## src/rtl/ers_pkg.sv

```systemverilog
package ers_pkg;

    // configuration register widths
    localparam int unsigned CNT_W  = 7;
    localparam int unsigned LEN_W  = 16;
    localparam int unsigned VEL_W  = 8;
    localparam int unsigned CFG_IDX_W  = 3;
    localparam int unsigned CFG_DATA_W = 16;

    // result field widths
    localparam int unsigned IDX_W  = 6;
    localparam int unsigned BEAT_W = 22;

    // configuration register indexes
    typedef enum logic [CFG_IDX_W-1:0] {
        REG_PULSE_COUNT   = 3'd0,
        REG_STEP_COUNT    = 3'd1,
        REG_STEP_LENGTH   = 3'd2,
        REG_BASE_VELOCITY = 3'd3,
        REG_JITTER_AMOUNT = 3'd4
    } t_cfg_reg;

    // opcodes
    localparam logic OP_REBUILD = 1'b0;
    localparam logic OP_PLAY    = 1'b1;

endpackage

```

## src/rtl/euclidean_rhythm_sequencer.sv

```systemverilog
// Euclidean rhythm step sequencer.
// Input channel (i_valid/o_ready) carries an opcode and a random sample.
// A rebuild word lays out pulse_count hits over step_count steps with the
// Bjorklund group merge and rewinds to step 0; its result word is all zero.
// A play word reports the current step (hit, index, beat position, jittered
// velocity, last-step flag) and advances, wrapping after the last step.
// Output channel (o_valid/i_ready) holds one registered result word.
// Configuration port (i_cfg_valid/o_cfg_ready) is always ready; writes are
// expected only while the block is idle.
// One word is in flight at a time; o_ready is high only in the idle state.
// A play word passes from idle to the output state, which registers its result.
// A rebuild word passes through the init state and, unless the pattern is all
// rests or all hits, the merge and emit states before the output state: one merge
// per cycle, then one group copy per cycle; each merge drops the group count, so
// merges plus emits never pass step_count.
// If the receiver stalls, the previous result waits in the output register and
// the sequencer holds the new one in the output state before returning to idle.
// Reset clears the pattern to all rests, rewinds to step 0 and loads the
// register defaults: 4 hits, 16 steps, step length 0.25 beat, full velocity,
// no jitter.
module euclidean_rhythm_sequencer #(
    parameter int unsigned MAX_STEPS = 64
) (
    input  logic                          i_clk,
    input  logic                          i_rst_n,
    input  logic                          i_valid,
    output logic                          o_ready,
    input  logic                          i_opcode,
    input  logic [7:0]                    i_random_value,
    output logic                          o_valid,
    input  logic                          i_ready,
    output logic                          o_hit,
    output logic [ers_pkg::IDX_W-1:0]     o_step_index,
    output logic [ers_pkg::BEAT_W-1:0]    o_beat_position,
    output logic [ers_pkg::VEL_W-1:0]     o_velocity_out,
    output logic                          o_pattern_end,
    input  logic                          i_cfg_valid,
    output logic                          o_cfg_ready,
    input  logic [ers_pkg::CFG_IDX_W-1:0] i_cfg_index,
    input  logic [ers_pkg::CFG_DATA_W-1:0] i_cfg_data
);
    import ers_pkg::*;

    localparam int unsigned PW  = (MAX_STEPS > 1) ? $clog2(MAX_STEPS) : 1;
    localparam int unsigned MW  = $clog2(MAX_STEPS + 1);
    localparam int unsigned EW  = (CNT_W > MW) ? CNT_W : MW;

    typedef enum logic [2:0] {
        ST_IDLE,
        ST_INIT,
        ST_MERGE,
        ST_EMIT,
        ST_OUT
    } t_state;

    t_state r_state;

    // configuration
    logic [CNT_W-1:0] r_pulse_count;
    logic [CNT_W-1:0] r_step_count;
    logic [LEN_W-1:0] r_step_length;
    logic [VEL_W-1:0] r_base_velocity;
    logic [VEL_W-1:0] r_jitter_amount;

    // pattern and playback
    logic [MAX_STEPS-1:0] r_pattern;
    logic [PW-1:0]        r_play_pos;

    // latched input word
    logic       r_op;
    logic [7:0] r_rand;

    // build scratch: group A and group B with their lengths and counts
    logic [MAX_STEPS-1:0] r_grp_a;
    logic [MAX_STEPS-1:0] r_grp_b;
    logic [EW-1:0]        r_len_a;
    logic [EW-1:0]        r_len_b;
    logic [EW-1:0]        r_head_cnt;
    logic [EW-1:0]        r_tail_cnt;
    logic [EW-1:0]        r_guard;
    logic [EW-1:0]        r_emit_cnt;
    logic [EW-1:0]        r_emit_pos;

    logic [EW-1:0]        n_steps;
    logic [EW-1:0]        k_hits;
    logic [EW-1:0]        grp_min;
    logic [EW-1:0]        play_ext;
    logic                 play_hit;
    logic                 play_last;
    logic [PW+LEN_W-1:0]  beat_prod;
    logic signed [9:0]    rand_ctr;
    logic signed [18:0]   dev;
    logic signed [10:0]   vel_sum;
    logic [VEL_W-1:0]     vel_clamped;
    logic                 out_free;

    assign o_cfg_ready = 1'b1;
    assign o_ready     = (r_state == ST_IDLE);
    assign out_free    = !o_valid || i_ready;

    // effective step count: zero reads as one, saturates at the pattern size
    always_comb begin
        n_steps = (r_step_count == '0) ? EW'(1) : EW'(r_step_count);
        if (n_steps > EW'(MAX_STEPS)) begin
            n_steps = EW'(MAX_STEPS);
        end
    end

    assign k_hits  = EW'(r_pulse_count);
    assign grp_min = (r_head_cnt < r_tail_cnt) ? r_head_cnt : r_tail_cnt;

    // play datapath
    assign play_ext  = EW'(r_play_pos);
    assign play_hit  = (play_ext < n_steps) ? r_pattern[r_play_pos] : 1'b0;
    assign play_last = (play_ext + EW'(1)) >= n_steps;
    assign beat_prod = (PW+LEN_W)'(r_play_pos) * (PW+LEN_W)'(r_step_length);

    // deviation = floor((2r - 256) * jitter / 256)
    assign rand_ctr = $signed({1'b0, r_rand, 1'b0}) - 10'sd256;
    assign dev      = 19'(rand_ctr) * $signed({11'b0, r_jitter_amount});
    assign vel_sum  = $signed({3'b0, r_base_velocity}) + 11'(dev >>> 8);

    always_comb begin
        if (vel_sum < 0) begin
            vel_clamped = '0;
        end else if (vel_sum > 11'sd255) begin
            vel_clamped = '1;
        end else begin
            vel_clamped = vel_sum[VEL_W-1:0];
        end
    end

    // configuration writes
    always_ff @(posedge i_clk) begin
        if (!i_rst_n) begin
            r_pulse_count   <= CNT_W'(4);
            r_step_count    <= CNT_W'(16);
            r_step_length   <= LEN_W'(64);
            r_base_velocity <= VEL_W'(255);
            r_jitter_amount <= '0;
        end else if (i_cfg_valid && o_cfg_ready) begin
            case (i_cfg_index)
                REG_PULSE_COUNT:   r_pulse_count   <= i_cfg_data[CNT_W-1:0];
                REG_STEP_COUNT:    r_step_count    <= i_cfg_data[CNT_W-1:0];
                REG_STEP_LENGTH:   r_step_length   <= i_cfg_data[LEN_W-1:0];
                REG_BASE_VELOCITY: r_base_velocity <= i_cfg_data[VEL_W-1:0];
                REG_JITTER_AMOUNT: r_jitter_amount <= i_cfg_data[VEL_W-1:0];
                default: ;
            endcase
        end
    end

    // build scratch, no reset
    always_ff @(posedge i_clk) begin
        case (r_state)
            ST_INIT: begin
                r_grp_a    <= MAX_STEPS'(1);
                r_grp_b    <= '0;
                r_len_a    <= EW'(1);
                r_len_b    <= EW'(1);
                r_head_cnt <= k_hits;
                r_tail_cnt <= n_steps - k_hits;
                r_guard    <= '0;
                r_emit_cnt <= '0;
                r_emit_pos <= '0;
            end
            ST_MERGE: begin
                if (r_tail_cnt > EW'(1) && r_guard < EW'(MAX_STEPS)) begin
                    // append B to A; if A was the more numerous, old A becomes B
                    r_grp_a    <= r_grp_a | (r_grp_b << r_len_a);
                    r_len_a    <= r_len_a + r_len_b;
                    r_head_cnt <= grp_min;
                    r_guard    <= r_guard + EW'(1);
                    if (r_head_cnt > grp_min) begin
                        r_grp_b    <= r_grp_a;
                        r_len_b    <= r_len_a;
                        r_tail_cnt <= r_head_cnt - grp_min;
                    end else begin
                        r_tail_cnt <= r_tail_cnt - grp_min;
                    end
                end
            end
            ST_EMIT: begin
                if (r_emit_cnt < r_head_cnt) begin
                    r_emit_pos <= r_emit_pos + r_len_a;
                    r_emit_cnt <= r_emit_cnt + EW'(1);
                end else if (r_emit_cnt < r_head_cnt + r_tail_cnt) begin
                    r_emit_pos <= r_emit_pos + r_len_b;
                    r_emit_cnt <= r_emit_cnt + EW'(1);
                end
            end
            default: ;
        endcase
    end

    // sequencer, pattern, playback and output word
    always_ff @(posedge i_clk) begin
        if (!i_rst_n) begin
            r_state    <= ST_IDLE;
            r_pattern  <= '0;
            r_play_pos <= '0;
            o_valid    <= 1'b0;
        end else begin
            // the output state reloads the word itself
            if (o_valid && i_ready && r_state != ST_OUT) begin
                o_valid <= 1'b0;
            end
            case (r_state)
                ST_IDLE: begin
                    if (i_valid) begin
                        r_op   <= i_opcode;
                        r_rand <= i_random_value;
                        r_state <= (i_opcode == OP_REBUILD) ? ST_INIT : ST_OUT;
                    end
                end
                ST_INIT: begin
                    if (k_hits == '0) begin
                        r_pattern <= '0;
                        r_state   <= ST_OUT;
                    end else if (k_hits >= n_steps) begin
                        r_pattern <= ~({MAX_STEPS{1'b1}} << n_steps);
                        r_state   <= ST_OUT;
                    end else begin
                        r_pattern <= '0;
                        r_state   <= ST_MERGE;
                    end
                end
                ST_MERGE: begin
                    if (!(r_tail_cnt > EW'(1) && r_guard < EW'(MAX_STEPS))) begin
                        r_state <= ST_EMIT;
                    end
                end
                ST_EMIT: begin
                    // lay out head copies of A, then tail copies of B
                    if (r_emit_cnt < r_head_cnt) begin
                        r_pattern <= r_pattern | (r_grp_a << r_emit_pos);
                    end else if (r_emit_cnt < r_head_cnt + r_tail_cnt) begin
                        r_pattern <= r_pattern | (r_grp_b << r_emit_pos);
                    end else begin
                        r_state <= ST_OUT;
                    end
                end
                ST_OUT: begin
                    if (out_free) begin
                        o_valid <= 1'b1;
                        r_state <= ST_IDLE;
                        if (r_op == OP_PLAY) begin
                            o_hit           <= play_hit;
                            o_step_index    <= IDX_W'(r_play_pos);
                            o_beat_position <= BEAT_W'(beat_prod);
                            o_velocity_out  <= play_hit ? vel_clamped : '0;
                            o_pattern_end   <= play_last;
                            r_play_pos      <= play_last ? '0 : r_play_pos + PW'(1);
                        end else begin
                            o_hit           <= 1'b0;
                            o_step_index    <= '0;
                            o_beat_position <= '0;
                            o_velocity_out  <= '0;
                            o_pattern_end   <= 1'b0;
                            r_play_pos      <= '0;
                        end
                    end
                end
                default: r_state <= ST_IDLE;
            endcase
        end
    end

endmodule

```

## config.mk

```make
export PLATFORM = sky130hd
export DESIGN_NAME = euclidean_rhythm_sequencer
export DESIGN_NICKNAME = d
export VERILOG_FILES = /design/src/rtl/ers_pkg.sv /design/src/rtl/euclidean_rhythm_sequencer.sv
export SDC_FILE = /design/constraint.sdc
export NUM_CORES = 2
export LEC_CHECK = 0
export ABC_AREA = 1
export BUFFER_PORTS_ARGS = -buffer_cell sky130_fd_sc_hd__buf_4
export CELL_PAD_IN_SITES_DETAIL_PLACEMENT = 0
export CELL_PAD_IN_SITES_GLOBAL_PLACEMENT = 1
export CORE_MARGIN = 3
export CORE_UTILIZATION = 51
export DETAILED_ROUTE_END_ITERATION = 8
export MAX_ROUTING_LAYER = met4
export PLACE_DENSITY = 0.95
export REMOVE_ABC_BUFFERS = 1
export SETUP_SLACK_MARGIN = 0.3
export SLEW_MARGIN = 10
export SYNTH_ARGS = -nofsm -noshare
export SYNTH_HDL_FRONTEND = slang
export SYNTH_SLANG_ARGS = --single-unit
```

## constraint.sdc

```tcl
create_clock -name i_clk -period 14.3 [get_ports i_clk]
set_input_delay 2.86 -clock i_clk [delete_from_list [all_inputs] [get_ports i_clk]]
set_output_delay 2.86 -clock i_clk [all_outputs]
set_load 0.05 [all_outputs]
```

==> metrics <==
Buf+Inv Stages, Crit Path 4; std cell rows 89; DRC Markers 0; delay-heaviest family, CP adder cells; R2R cell count 25; outcome finished clean; Yosys warnings 0; CTS HTree Levels 2; Final Core Density 0.558; DP HPWL 72700 um; vias in the first global route ~28k; Largest stage delay, worst path 0.54 ns; Worst Path Arrival ~6.5 ns; hold depth 2; CTS buffer count between 40 and 50; Design Area, Final around 33000 um2; Die Wd about 250 um; Clock Root Buffer clkbuf_16; slowest CP cell fa_1; post-cts sizing count 0; initial antenna violation count 0; Setup crit end kind flop; Syn-to-layout area delta 7.54%; maximum VDD drop about 0.075 mV; gr ovfl total 0; post-route ant nets 0; Final Max Slew Viols 0; Yosys reg bits 344; DP Area between 30000 and 40000 um2; ys async rst share 0; routed vias around 30k; I/O Pins 74; crit-path max FO 8; Pleak 15.9 nW; worst r2r dst o_velocity_out[3]$_SDFFCE_PP0P_; setup_tns 0 ns; gpl congestion 1.01; synthesized area per cell 6.88 um2; Vias per Instance about 5.8; DRT Wirelength 97800 um; # clock sinks 344; largest net degree at the start of global routing 87; die footprint 63500 um2; leading register cell type out of synthesis edfxtp_1; clock skew 0.0211 ns; core area 59500 um2; setup bufs post-CTS 0; Starting DRT DRC Count between 4k and 5k; Die Y 252 um; class of the worst hold path flop to flop; Tmin final 6.14 ns; Post-Syn Instances 4487; hold_buf cts 0; Clock transition at path regs 0.06 ns; R2R Path Start r_rand[7]$_DFFE_PP_; nets ~4.7k; RSZ-0062 raised after global routing no; Max Cap Viol 0; final period utilization 0.429; leading cell type in the layout, fill and taps excluded nand2_1; port bufs slightly above 70; Fmax achieved 163 MHz; Hold Vio Cnt, Final 0; effective utilization at floorplan 0.519; first-pass GRT wire length 154000 um; clock buffer depth 3; setup violators final 0; PwrDens roughly 110 nW/um2; filler cell count 5923; DR WL/cell 18.8 um; crit start category flop; most frequent cells in the layout nand2_1, nand3_1, inv_1; EDFF count, synth 224; Total GRT Usage 0.314; share of cells above drive strength 1 0.0482; mapped cell area 30900 um2; CTS tree built; Critical Path RT 14.71 ns; min-delay src r_pattern[27]$_SDFFE_PN0P_; drt first pass iters 6; kind of critical path flop to flop; post-synthesis sequential area ratio 0.296; Hold Path Sink r_pattern[27]$_SDFFE_PN0P_; Least-Margin Pin Slew 1.14 ns; hold slack final 0.460 ns; post-synth cell types just over 50; Worst R2R Setup Slack about 8.2 ns; Antenna Cells 0; clock latency on the worst-skew pair 0.59 ns; Worst slew margin 0.239
report_power, final:
part | total [W] | internal, W | switching [W]
registers | 0.00121 | 0.00116 | 0.0000561
clock network | 0.00119 | 0.000721 | 0.000466
logic | 0.00116 | 0.000346 | 0.000811
per-layer routing:
layer	vias up	part of all wire	global-route usage
met5	-	0	-
met4	0	0.024	0.0748
met3	152	0.099	0.0714
met2	1286	0.43	0.464
met1	14100	0.44	0.437
li1	14700	-	-
logic make-up after synthesis:
group                    share of synthesized area
adder cells (fa/ha/maj)                      0.135
XOR/XNOR                                    0.0113
buffers and inverters                        0.106
AND/OR/NAND/NOR                              0.292
multiplexers                                0.0172
flip-flops                                   0.296
other                                     0.000121
AO/OA/AOI/OAI                                0.143
worst max path at each step:
stage	startpoint	endpoint	slack, ns	cells after the start
6_report	r_rand[7]$_DFFE_PP_	o_velocity_out[3]$_SDFFCE_PP0P_	8.16	25
3_5_place_dp	r_rand[7]$_DFFE_PP_	o_velocity_out[3]$_SDFFCE_PP0P_	8.26	24
2_1_floorplan	r_state[1]$_SDFFE_PN0P_	r_grp_a[62]$_SDFFCE_PP0P_	6.96	8
4_1_cts	r_rand[7]$_DFFE_PP_	o_velocity_out[3]$_SDFFCE_PP0P_	8.22	24
5_1_grt	r_rand[7]$_DFFE_PP_	o_velocity_out[3]$_SDFFCE_PP0P_	7.71	26
3_3_place_gp	r_rand[7]$_DFFE_PP_	o_velocity_out[6]$_SDFFCE_PP0P_	8.39	26
synth_stat cells (4+ instances only):
cell type | instances | area (um2)
xor2_1 | 27 | 236
clkinv_1 | 7 | 26.3
a21oi_1 | 256 | 1280
o22ai_1 | 31 | 194
dfxtp_1 | 120 | 2400
nor3_1 | 32 | 160
or2_2 | 5 | 31.3
o221ai_1 | 12 | 105
nand3b_1 | 7 | 52.6
nand4_1 | 11 | 68.8
a31oi_1 | 13 | 81.3
fa_1 | 119 | 2380
nand2_2 | 4 | 25.0
nor4_1 | 4 | 25.0
o21ai_0 | 386 | 1930
a211oi_1 | 13 | 97.6
buf_2 | 36 | 180
buf_1 | 42 | 158
nand3_1 | 712 | 3560
o21ai_1 | 23 | 115
o21a_1 | 10 | 75.1
clkbuf_1 | 175 | 657
nor2_1 | 321 | 1200
inv_2 | 5 | 18.8
o2111ai_1 | 10 | 87.6
o21bai_1 | 7 | 52.6
ha_1 | 143 | 1790
o211ai_1 | 24 | 180
xnor2_1 | 13 | 114
nand2_1 | 1022 | 3840
mux2i_1 | 53 | 531
inv_1 | 584 | 2190
nor3b_1 | 4 | 30.0
edfxtp_1 | 224 | 6730
o31ai_1 | 4 | 30.0
layout make-up:
class                   instances  area, um2  area share
repair buffers                113        848      0.0255
clock inverters                20        256     0.00772
multi-input cells            3289      18500       0.558
well taps                     773        967      0.0291
inverters                     596       2240      0.0674
clock buffers                  59       1250      0.0377
flip-flops and latches        344       9130       0.275
per-stage QoR:
step / cells / worst slack [ns] / total power, W
floorplan: 4229 / 6.96 / 0.00202
global placement: 5115 / 8.39 / 0.00234
detailed placement: 5115 / 8.26 / 0.00235
CTS: 5194 / 8.22 / 0.00354
global route: 5194 / 7.71 / 0.00374
finish: 5194 / 8.16 / 0.00356
state kept, by name, summed over array words and instances (netlist names), 8 cells and up:
signal / count
o_beat_position: 22
o_velocity_out: 8
r_base_velocity: 8
r_grp_a: 64
r_grp_b: 64
r_jitter_amount: 8
r_pattern: 64
r_rand: 8
r_step_length: 16
worst min-delay path, stage by stage (launching register included):
cell and delay (ns):
dfxtp_1 0.30, inv_1 0.06, a21oi_1 0.06
No activity file was read; power rests on OpenSTA's default activity.
